**src/hw/rtl/prbd_pkg.sv**
```systemverilog
// Shared types and constants for the pixel row bit decoder.
`timescale 1ns / 1ps
package prbd_pkg;

  localparam int unsigned PIX_W       = 8;
  localparam int unsigned TOTAL_W     = 10;
  localparam int unsigned BYTE_BITS   = 8;
  localparam int unsigned BIT_CNT_W   = $clog2(BYTE_BITS);
  localparam int unsigned QDEPTH      = 4;
  localparam int unsigned QPTR_W      = $clog2(QDEPTH);
  localparam int unsigned QCNT_W      = $clog2(QDEPTH + 1);

  localparam logic [TOTAL_W-1:0] BYTES_MAX    = TOTAL_W'(512);
  localparam logic [PIX_W-1:0]   ZERO_THR_RST = PIX_W'(130);
  localparam logic [PIX_W-1:0]   ONE_THR_RST  = PIX_W'(220);

  // configuration register indexes
  typedef enum logic {
    CFG_ZERO_THR = 1'b0,
    CFG_ONE_THR  = 1'b1
  } cfg_idx_t;

  typedef struct packed {
    logic [PIX_W-1:0] zero_thr;
    logic [PIX_W-1:0] one_thr;
  } thr_t;

  typedef struct packed {
    logic               is_status;
    logic [PIX_W-1:0]   byte_value;
    logic               row_ok;
    logic [TOTAL_W-1:0] byte_total;
  } result_t;

  // up to two results per pixel: a data byte, then a row status
  typedef struct packed {
    logic    byte_vld;
    logic    stat_vld;
    result_t byte_item;
    result_t stat_item;
  } push_t;

endpackage

```
**src/hw/rtl/pixel_row_bit_decoder_unit.sv**
```systemverilog
// Top level of the pixel row bit decoder.
`timescale 1ns / 1ps
// Each result is registered in the result queue and offered from its head, in order.
// Throughput: one pixel per cycle; a pixel that ends a byte and its row queues two
// results, and in_stall rises only while the 4-entry result queue lacks room for two.
// Reset (rst_n, synchronous, active low) restores thresholds 130/220, clears row state
// and empties the queue; no clearing pass follows.
module pixel_row_bit_decoder_unit #(
  parameter int unsigned CODE_PITCH     = 8,
  parameter int unsigned START_PIXELS   = 4,
  parameter int unsigned MAX_ROW_PIXELS = 4096
) (
  input  logic                         clk,
  input  logic                         rst_n,
  // pixel input channel
  input  logic                         in_valid,
  output logic                         in_stall,
  input  logic [prbd_pkg::PIX_W-1:0]   in_pixel_value,
  input  logic                         in_row_end,
  // result channel
  output logic                         out_valid,
  input  logic                         out_stall,
  output logic                         out_is_status,
  output logic [prbd_pkg::PIX_W-1:0]   out_byte_value,
  output logic                         out_row_ok,
  output logic [prbd_pkg::TOTAL_W-1:0] out_byte_total,
  // configuration write channel
  input  logic                         cfg_valid,
  output logic                         cfg_ready,
  input  logic                         cfg_index,
  input  logic [prbd_pkg::PIX_W-1:0]   cfg_data
);
  import prbd_pkg::*;

  thr_t    thr;
  push_t   push;
  result_t head;
  logic    accept;
  logic    full2;

  // register writes are taken every cycle
  assign cfg_ready = 1'b1;

  prbd_cfg_regs u_cfg (
    .clk      (clk),
    .rst_n    (rst_n),
    .wr_en    (cfg_valid & cfg_ready),
    .wr_index (cfg_index),
    .wr_data  (cfg_data),
    .thr      (thr)
  );

  // an accepted pixel steps the row one column, up to MAX_ROW_PIXELS, or ends the row
  assign in_stall = full2;
  assign accept   = in_valid & ~in_stall;

  prbd_decode #(
    .CODE_PITCH     (CODE_PITCH),
    .START_PIXELS   (START_PIXELS),
    .MAX_ROW_PIXELS (MAX_ROW_PIXELS)
  ) u_decode (
    .clk         (clk),
    .rst_n       (rst_n),
    .accept      (accept),
    .pixel_value (in_pixel_value),
    .row_end     (in_row_end),
    .thr         (thr),
    .push        (push)
  );

  // byte first, then status, in queue order
  prbd_out_queue u_queue (
    .clk       (clk),
    .rst_n     (rst_n),
    .push      (push),
    .full2     (full2),
    .out_valid (out_valid),
    .out_stall (out_stall),
    .out_item  (head)
  );

  assign out_is_status  = head.is_status;
  assign out_byte_value = head.byte_value;
  assign out_row_ok     = head.row_ok;
  assign out_byte_total = head.byte_total;

endmodule

```
**src/hw/rtl/prbd_cfg_regs.sv**
```systemverilog
// Threshold configuration registers.
`timescale 1ns / 1ps
module prbd_cfg_regs (
  input  logic                      clk,
  input  logic                      rst_n,
  input  logic                      wr_en,
  input  logic                      wr_index,
  input  logic [prbd_pkg::PIX_W-1:0] wr_data,
  output prbd_pkg::thr_t            thr
);
  import prbd_pkg::*;

  thr_t thr_r;

  always_ff @(posedge clk) begin
    if (!rst_n) begin
      thr_r.zero_thr <= ZERO_THR_RST;
      thr_r.one_thr  <= ONE_THR_RST;
    end else if (wr_en) begin
      unique case (cfg_idx_t'(wr_index))
        CFG_ZERO_THR: thr_r.zero_thr <= wr_data;
        CFG_ONE_THR:  thr_r.one_thr  <= wr_data;
        default:      thr_r          <= thr_r;
      endcase
    end
  end

  assign thr = thr_r;

endmodule

```
**src/hw/rtl/prbd_decode.sv**
```systemverilog
// Per-row decode state machine: start check, white skip, pair sampling.
`timescale 1ns / 1ps
module prbd_decode #(
  parameter int unsigned CODE_PITCH     = 8,
  parameter int unsigned START_PIXELS   = 4,
  parameter int unsigned MAX_ROW_PIXELS = 4096
) (
  input  logic                       clk,
  input  logic                       rst_n,
  input  logic                       accept,
  input  logic [prbd_pkg::PIX_W-1:0] pixel_value,
  input  logic                       row_end,
  input  prbd_pkg::thr_t             thr,
  output prbd_pkg::push_t            push
);
  import prbd_pkg::*;

  localparam int unsigned CW = $clog2(MAX_ROW_PIXELS + 1);
  localparam int unsigned SW = $clog2(CODE_PITCH);
  localparam logic [CW-1:0] COL_MAX   = CW'(MAX_ROW_PIXELS);
  localparam logic [CW:0]   START_LEN = (CW + 1)'(START_PIXELS);
  localparam logic [SW-1:0] CD_HALF   = SW'(CODE_PITCH / 2);
  localparam logic [SW-1:0] CD_RELOAD = SW'(CODE_PITCH - 1);
  localparam logic [SW-1:0] CD_ONE    = SW'(1);

  typedef enum logic [1:0] {
    PH_START,
    PH_SKIP,
    PH_SAMPLE,
    PH_DONE
  } phase_t;

  phase_t               phase_r, phase_nxt;
  logic [CW-1:0]        col_r, col_nxt;
  logic [SW-1:0]        cd_r, cd_nxt;
  logic [PIX_W-1:0]     held_r, held_nxt;
  logic [BYTE_BITS-1:0] shift_r, shift_nxt;
  logic [BIT_CNT_W-1:0] bcnt_r, bcnt_nxt;
  logic [TOTAL_W-1:0]   made_r, made_nxt;
  logic [PIX_W:0]       pair_sum;
  logic                 bit_zero, bit_one;
  push_t                push_nxt;

  assign pair_sum = {1'b0, held_r} + {1'b0, pixel_value};
  assign bit_zero = pair_sum < {thr.zero_thr, 1'b0};
  assign bit_one  = pair_sum < {thr.one_thr, 1'b0};

  always_comb begin
    phase_nxt = phase_r;
    col_nxt   = col_r;
    cd_nxt    = cd_r;
    held_nxt  = held_r;
    shift_nxt = shift_r;
    bcnt_nxt  = bcnt_r;
    made_nxt  = made_r;
    push_nxt  = '0;

    if (col_r < COL_MAX) begin
      unique case (phase_r)
        PH_START: begin
          if (pixel_value <= thr.one_thr) begin
            phase_nxt = PH_DONE;
          end else if (({1'b0, col_r} + (CW + 1)'(1)) >= START_LEN) begin
            phase_nxt = PH_SKIP;
          end
        end
        PH_SKIP: begin
          if (pixel_value < thr.one_thr) begin
            phase_nxt = PH_SAMPLE;
            cd_nxt    = CD_HALF;
          end
        end
        PH_SAMPLE: begin
          if (cd_r == '0) begin
            if (bit_zero || bit_one) begin
              // bit is 1 only when the sum clears the zero level
              if (!bit_zero) begin
                shift_nxt = shift_r | (BYTE_BITS'(1) << bcnt_r);
              end
              if (bcnt_r == BIT_CNT_W'(BYTE_BITS - 1)) begin
                push_nxt.byte_vld             = 1'b1;
                push_nxt.byte_item.byte_value = shift_nxt;
                if (made_r < BYTES_MAX) begin
                  made_nxt = made_r + TOTAL_W'(1);
                end
                shift_nxt = '0;
                bcnt_nxt  = '0;
              end else begin
                bcnt_nxt = bcnt_r + BIT_CNT_W'(1);
              end
              cd_nxt = CD_RELOAD;
            end else begin
              phase_nxt = PH_DONE;
            end
          end else begin
            if (cd_r == CD_ONE) begin
              held_nxt = pixel_value;
            end
            cd_nxt = cd_r - CD_ONE;
          end
        end
        PH_DONE: begin
        end
        default: begin
        end
      endcase
      col_nxt = col_r + CW'(1);
    end

    if (row_end) begin
      push_nxt.stat_vld             = 1'b1;
      push_nxt.stat_item.is_status  = 1'b1;
      push_nxt.stat_item.row_ok     = made_nxt != '0;
      push_nxt.stat_item.byte_total = made_nxt;
      phase_nxt = PH_START;
      col_nxt   = '0;
      cd_nxt    = '0;
      held_nxt  = '0;
      shift_nxt = '0;
      bcnt_nxt  = '0;
      made_nxt  = '0;
    end
  end

  always_ff @(posedge clk) begin
    if (!rst_n) begin
      phase_r <= PH_START;
      col_r   <= '0;
      cd_r    <= '0;
      held_r  <= '0;
      shift_r <= '0;
      bcnt_r  <= '0;
      made_r  <= '0;
    end else if (accept) begin
      phase_r <= phase_nxt;
      col_r   <= col_nxt;
      cd_r    <= cd_nxt;
      held_r  <= held_nxt;
      shift_r <= shift_nxt;
      bcnt_r  <= bcnt_nxt;
      made_r  <= made_nxt;
    end
  end

  always_comb begin
    push          = push_nxt;
    push.byte_vld = push_nxt.byte_vld & accept;
    push.stat_vld = push_nxt.stat_vld & accept;
  end

endmodule

```
**src/hw/rtl/prbd_out_queue.sv**
```systemverilog
// Result queue: takes up to two results per cycle, hands out one.
`timescale 1ns / 1ps
module prbd_out_queue (
  input  logic              clk,
  input  logic              rst_n,
  input  prbd_pkg::push_t   push,
  output logic              full2,
  output logic              out_valid,
  input  logic              out_stall,
  output prbd_pkg::result_t out_item
);
  import prbd_pkg::*;

  result_t           mem_r [QDEPTH];
  logic [QPTR_W-1:0] wr_r, rd_r, wr_second;
  logic [QCNT_W-1:0] cnt_r;
  logic              pop, push_any;
  logic [QCNT_W-1:0] n_push;

  assign pop       = out_valid & ~out_stall;
  assign push_any  = push.byte_vld | push.stat_vld;
  assign n_push    = QCNT_W'(push.byte_vld) + QCNT_W'(push.stat_vld);
  assign wr_second = wr_r + QPTR_W'(push.byte_vld);

  always_ff @(posedge clk) begin
    if (push.byte_vld) begin
      mem_r[wr_r] <= push.byte_item;
    end
    if (push.stat_vld) begin
      mem_r[wr_second] <= push.stat_item;
    end
  end

  always_ff @(posedge clk) begin
    if (!rst_n) begin
      wr_r  <= '0;
      rd_r  <= '0;
      cnt_r <= '0;
    end else begin
      wr_r  <= wr_r + QPTR_W'(n_push);
      rd_r  <= rd_r + QPTR_W'(pop);
      cnt_r <= cnt_r + n_push - QCNT_W'(pop);
    end
  end

  // room for two more is needed before taking a pixel
  assign full2     = cnt_r > QCNT_W'(QDEPTH - 2);
  assign out_valid = cnt_r != '0;
  assign out_item  = mem_r[rd_r];

  a_cnt_bound: assert property (@(posedge clk) disable iff (!rst_n)
    cnt_r <= QCNT_W'(QDEPTH))
    else $error("result queue count overflow");

  a_two_fit: assert property (@(posedge clk) disable iff (!rst_n)
    (push.byte_vld && push.stat_vld) |-> cnt_r <= QCNT_W'(QDEPTH - 2))
    else $error("double push without room");

  a_pop_dec: assert property (@(posedge clk) disable iff (!rst_n)
    (pop && !push_any) |=> cnt_r == $past(cnt_r) - QCNT_W'(1))
    else $error("count did not drop on pop");

endmodule

```
**config.mk**
```make
export PLATFORM = sky130hd
export DESIGN_NAME = pixel_row_bit_decoder_unit
export DESIGN_NICKNAME = d
export VERILOG_FILES = /design/src/hw/rtl/prbd_pkg.sv /design/src/hw/rtl/pixel_row_bit_decoder_unit.sv /design/src/hw/rtl/prbd_cfg_regs.sv /design/src/hw/rtl/prbd_decode.sv /design/src/hw/rtl/prbd_out_queue.sv
export SDC_FILE = /design/constraint.sdc
export NUM_CORES = 1
export LEC_CHECK = 0
export CORE_AREA = 2 2 146 148
export CTS_BUF_LIST = sky130_fd_sc_hd__clkbuf_8
export DETAILED_ROUTE_END_ITERATION = 8
export DIE_AREA = 0 0 148 150
export DONT_BUFFER_PORTS = 1
export GPL_TIMING_DRIVEN = 0
export SYNTH_ARGS = -nofsm -noshare
export SYNTH_HDL_FRONTEND = slang
export SYNTH_SLANG_ARGS = --single-unit
export TNS_END_PERCENT = 30
```
**constraint.sdc**
```tcl
create_clock -name clk -period 8.2 [get_ports clk]
set_clock_uncertainty 0.2 [all_clocks]
set_input_delay 0.41 -clock clk [delete_from_list [all_inputs] [get_ports clk]]
set_output_delay 0.41 -clock clk [all_outputs]
set_load 0.02 [all_outputs]
```
==> Word-level counts from Yosys, hierarchy flattened <==
Memory sizes are Yosys's and may differ from the RTL's. A register that Yosys moved wholly into a read port is not among the register bits.
Index checks and enable logic that the tools add are counted.
W data, S select, Z words.
{ "word_totals": {"regBits": 70, "n_memories": 1, "in_bits": 23, "out_inout_bits": 23, "mem_bits_rw": 80, "elab_cells": 129} }
{ "memory_table": {"columns": ["memory", "depth", "width", "rd", "rd_clocked_by_memory_dff", "write_ports", "line_no", "source"], "rows": [
  ["u_queue.mem_r", 4, 20, 1, 1, 2, "prbd_out_queue.sv:14", "result_t mem_r [QDEPTH];"]
]} }
{ "classes": {"add_sub_neg": 12, "mux": 58, "magnitude_cmp": 8, "reduce_logical": 19, "n_eq_ne": 10, "bitwise_logic": 8, "shift": 1} }
{ "op_table": {"columns": ["op", "count"], "rows": [
  ["$mux W8", 17],
  ["$mux W10", 7],
  ["$mux W3", 11],
  ["$mux W13", 2],
  ["$lt A9 B9 Y1", 2],
  ["$mux W2", 8],
  ["$reduce_and A5 Y1", 3],
  ["$add A13 B1 Y14 const B", 1],
  ["$ge A14 B3 Y1 const B", 1],
  ["$add A13 B1 Y13 const B", 1],
  ["$lt A13 B13 Y1 const B", 1],
  ["$mux W11", 1],
  ["$add A10 B1 Y10 const B", 1],
  ["$lt A10 B10 Y1 const B", 1],
  ["$mux W1", 10],
  ["$reduce_bool A10 Y1", 1],
  ["$reduce_bool A2 Y1", 5],
  ["$add A8 B8 Y9", 1],
  ["$le A8 B8 Y1", 1],
  ["$lt A8 B8 Y1", 1],
  ["$or A8 B8 Y8", 1],
  ["$shl A1 B3 Y8 const A", 1],
  ["$reduce_and A7 Y1", 1],
  ["$ne A3 B2 Y1 const B", 2],
  ["other kinds (26)", 35]
]} }

==> Logic depth before layout (Yosys ltp) <==
{ "logic_depth": {"ltp_word": 11, "depth_mapped": 23, "ltp_nobuf": 22} }

==> Modules after synthesis <==
From an unflattened synthesis, not the netlist that was laid out.
{ "hier_totals": {"cells_unflattened": 813, "area_unflattened_um2": 8968.6} }
{ "by_module_without_submodules": {"columns": ["module", "n_inst", "cells_per_inst", "seq_area_each_um2", "area_per_inst_um2"], "rows": [
  ["prbd_out_queue", 1, 242, 2542.4, 4386.7],
  ["prbd_decode", 1, 498, 940.9, 3892.5],
  ["prbd_cfg_regs", 1, 70, 320.3, 664.4],
  ["pixel_row_bit_decoder_unit", 1, 3, 0.0, 25.0]
]} }

==> Worst setup path before layout <==
OpenSTA, ideal clock, no wires.
{ "synth_timing": {"path_kind": "input-to-reg", "start": "input port in_pixel_value[0] (netlist bit)", "end": "memory u_queue.mem_r[3][0] (netlist bit) (enable)", "path_buffers": 2, "path_slack_ps": 3174, "t_arrival_ps": 4492, "setup_time_ps": 335, "cell_stages": 21, "t_required_ps": 7665, "cell_sequence": "and2_1 fa_1 a21oi_1 nor2_1 nor2_1 o21bai_1 a21oi_1 o21bai_1 a21o_1 ha_1 nand2_1 or3_4 o221a_2 o21ai_2 buf_2 nor2_1 ha_1 xor2_1 nand3_1 clkbuf_1 nand2_1"} }
{ "synth_lines": {"columns": ["item", "line_no", "source"], "rows": [
  ["start: declaration", "pixel_row_bit_decoder_unit.sv:18", "input logic [prbd_pkg::PIX_W-1:0] in_pixel_value,"],
  ["end: declaration", "prbd_out_queue.sv:14", null]
]} }

==> impl_metrics.csv <==
group,metric,value,unit
critical_path,crit_path_cell_trace,"and2_1, fa_1, a21oi_1, nor2_1, nor2_1, o21bai_1, a21oi_1, o21bai_1, a21o_1, ha_1, nand2_1, or3_4, o221a_2, o21ai_2, buf_2, nor2_1, ha_1, xor2_1, nand3_1, clkbuf_1, nand2_1",
critical_path,slowest_stage,"nand2_1",
cells_and_area,fin_util,43.2,%
sta,tightest_slew,0.956,ns
cells_and_area,drive_gt1_share,8.73,%
clock_network,cts-htree-levels,4,
yosys,synthFlopType,"dfxtp_1",
floorplan,core_area,0.0207,mm²
floorplan,die_h,150,µm
sta,max_freq,170,MHz
global_routing,grt_pass1_wl,30900,µm
placed_design,gp_routability_congestion,0.807,
sta,period_share,71.8,%
drt,drc,0,
power_and_ir_drop,netSwitchingPower,0.000580,W
yosys,netlist_instances,840,
critical_path,crit_path_frequent_cell,"nor2_1",
yosys,synth_nets,916,
sta,slew_headroom,36.3,%
global_routing,antenna_found_initial,0,
min_path,hp-class,"in2reg",
status,status,"finished clean",
global_routing,grt_start_max_net_pins,17,
power_and_ir_drop,p_leak,3.26,nW
floorplan,die_w,148,µm
drt,drt-initial-drc-count,243,
cells_and_area,final_nets,956,
clock_network,cts_tree,"yes",
power_and_ir_drop,p_int,0.00126,W
sta,final_max_slew_viol_count,0,
yosys,synth-seq-cells,150,
clock_network,clock-sinks,150,
critical_path,worst-setup-path-type,"reg2reg",
drt,vias,6048,
global_routing,overflow,0,
floorplan,rows,53,
drt,wirelength,18900,µm
global_routing,grt_usage,17.6,%
yosys,synthArstFlopShare,0,%
floorplan,die_area,0.0222,mm²
yosys,avgSynthCellArea,9.43,µm²
power_and_ir_drop,power_density,206,mW/mm²
critical_path,worstPathMaxFanout,12,
floorplan,start_util,38.3,%
power_and_ir_drop,ir_drop,0.102,mV
placed_design,dp_hpwl,13200,µm
critical_path,cp-start-kind,"flop",
cells_and_area,n_antenna_cell,0,
placed_design,numPortBuffers,0,
power_and_ir_drop,p_comb_share,20.1,%
sta,post-route-min-period,5.89,ns
critical_path,path_buf_inv,2,
clock_network,ctsRootBufferMaster,"clkbuf_8",
critical_path,max_stage_delay,0.54,ns
drt,routedWlPerCell,16.2,µm
sta,hold_viol,0,
power_and_ir_drop,seqPwrFrac,44.2,%
flow_run,max-cap-violations,0,
power_and_ir_drop,pwr-share-clk,35.8,%
critical_path,endpoint_kind,"flop",
global_routing,grt_pass1_vias,5945,
clock_network,cts_resized,0,
power_and_ir_drop,p_sw_share,31.5,%
floorplan,io_pins,46,
drt,first_pass_iters,4,
yosys,ys.warnings.count,0,
sta,setup_viol,0,
drt,via_per_inst,5.18,
clock_network,numCtsBuffers,17,
sta,rsz0062_at_grt,"no",
drt,ant_nets,0,
critical_path,required,8.06,ns
cells_and_area,syn_to_final_growth,12.7,%
clock_network,clkLatencyLatePin,0.46,ns
clock_network,clk_pin_slew_worst_paths,0.09,ns
sta,final.setup.tns,0,ns
power_and_ir_drop,power,0.00184,W
clock_network,clock_path_buffers,2,
critical_path,critPathTopFamily,"simple AND/OR/NAND/NOR gates",
yosys,yosysSeqAreaShare,44.0,%
yosys,synth_edf_count,48,
critical_path,arrival,5.75,ns
yosys,ys_types,67,
yosys,synth.cell_area,0.00793,mm²
[worst paths after layout]
| check | startpoint | end | slack [ns] | cells past startpoint |
|---|---|---|---|---|
| min | cfg_valid | u_cfg.thr[13]$_SDFFE_PN0P_ | 0.08 | 3 |
| max | u_decode.held_r[0]$_SDFFE_PN0P_ | u_queue.mem_r[3][5]$_DFFE_PP_ | 2.31 | 21 |
| max reg2reg | u_decode.held_r[0]$_SDFFE_PN0P_ | u_queue.mem_r[3][5]$_DFFE_PP_ | 2.31 | 21 |
| min reg2reg | u_decode.shift_r[7]$_SDFFE_PN0P_ | u_decode.shift_r[7]$_SDFFE_PN0P_ | 0.25 | 2 |
[Yosys cell counts (all sizes together), types with 5 or more instances]
cell type | instances | area [µm²]
mux2i | 15 | 150
a21o | 7 | 52.6
nor3 | 10 | 60.1
xnor2 | 19 | 166
inv | 39 | 146
o21bai | 5 | 37.5
or3 | 8 | 55.1
a31oi | 21 | 131
xor2 | 6 | 52.6
dfxtp | 102 | 2040
ha | 51 | 638
nand4 | 7 | 43.8
mux4 | 20 | 450
nor2b | 5 | 31.3
nand2 | 111 | 419
buf | 11 | 57.6
o21ai | 26 | 138
nor4 | 7 | 56.3
and2 | 11 | 68.8
and3 | 8 | 50.1
a21oi | 77 | 400
edfxtp | 48 | 1440
nor2 | 118 | 443
o211ai | 7 | 52.6
nand3 | 13 | 65.1
o2111ai | 5 | 61.3
nand2b | 6 | 37.5
a22oi | 9 | 67.6
clkbuf | 25 | 93.8
[power by group through the flow]
stage | clock, W | sequential (W) | combinational [W]
final | 0.000659 | 0.000813 | 0.000369
after global routing | 0.000702 | 0.000818 | 0.000410
after CTS | 0.000671 | 0.000814 | 0.000376
after detailed placement | 0 | 0.000831 | 0.000365
after global placement | 0 | 0.000830 | 0.000361
after floorplan | 0 | 0.000826 | 0.000287
[placed cells by master (no fill, tap or decap), types with 9 or more instances in the layout]
| master | instances |
|---|---|
| a21oi_1 | 75 |
| a22oi_1 | 9 |
| a31oi_1 | 21 |
| and2_1 | 11 |
| clkbuf_1 | 25 |
| clkbuf_8 | 17 |
| dfxtp_1 | 102 |
| dlygate4sd3_1 | 21 |
| edfxtp_1 | 48 |
| ha_1 | 51 |
| inv_1 | 39 |
| mux2i_1 | 15 |
| mux4_2 | 20 |
| nand2_1 | 110 |
| nand3_1 | 13 |
| nor2_1 | 118 |
| o21ai_0 | 20 |
| xnor2_1 | 19 |
[through the flow]
step	setup WS (ns)	std cells	area (µm²)	hold WS (ns)
finish	2.31	1168	8930	0.0846
global route	1.89	1168	8930	0.104
CTS	2.26	1168	8930	0.0691
detailed placement	2.19	1115	8270	0.232
global placement	2.19	1115	8270	0.223
floorplan	3.17	840	7930	0.216
[worst min-delay path: stages]
cell and delay (ns):
nand2b_1 0.13, nand2_1 0.11, a21oi_1 0.05
[cells by family after synthesis]
| logic type | after synthesis | synth area share (%) |
|---|---|---|
| xor+xnor | 25 | 2.76 |
| simple gates | 321 | 18.9 |
| buf+inv | 79 | 3.95 |
| other cells | 1 | 0.0473 |
| flops | 150 | 44.0 |
| compound gates | 175 | 14.1 |
| fa+ha+maj | 53 | 8.56 |
| mux | 36 | 7.72 |
[sequential cells by signal, indices dropped and copies added (netlist names), 8 cells and up]
| signal | cells |
|---|---|
| u_queue.mem_r | 80 |
| u_cfg.thr | 16 |
| u_decode.col_r | 13 |
| u_decode.made_r | 10 |
| u_decode.held_r | 8 |
| u_decode.shift_r | 8 |
[area by class of cell]
type                    count  area, µm²
multi-input cells         611       4130
repair buffers             21        210
fillers                  2059      11800
clock inverters            15        221
plain buffers              36        151
inverters                  43        161
clock buffers              17        234
flip-flops and latches    150       3480
well taps                 275        344
[metal layers]
metal  global-route usage, %  part of all wire, %
met5                       0                    0
met4                    4.29                  1.1
met3                    3.75                  3.8
met2                    30.0                   48
met1                    22.9                   47
[what timing repair did]
item,CTS,global route
endpoints found under the setup margin,0,0
buffers inserted,0,0
endpoints found under the hold margin,28,0
hold buffers,21,0
(Power assumes the default switching activity.)
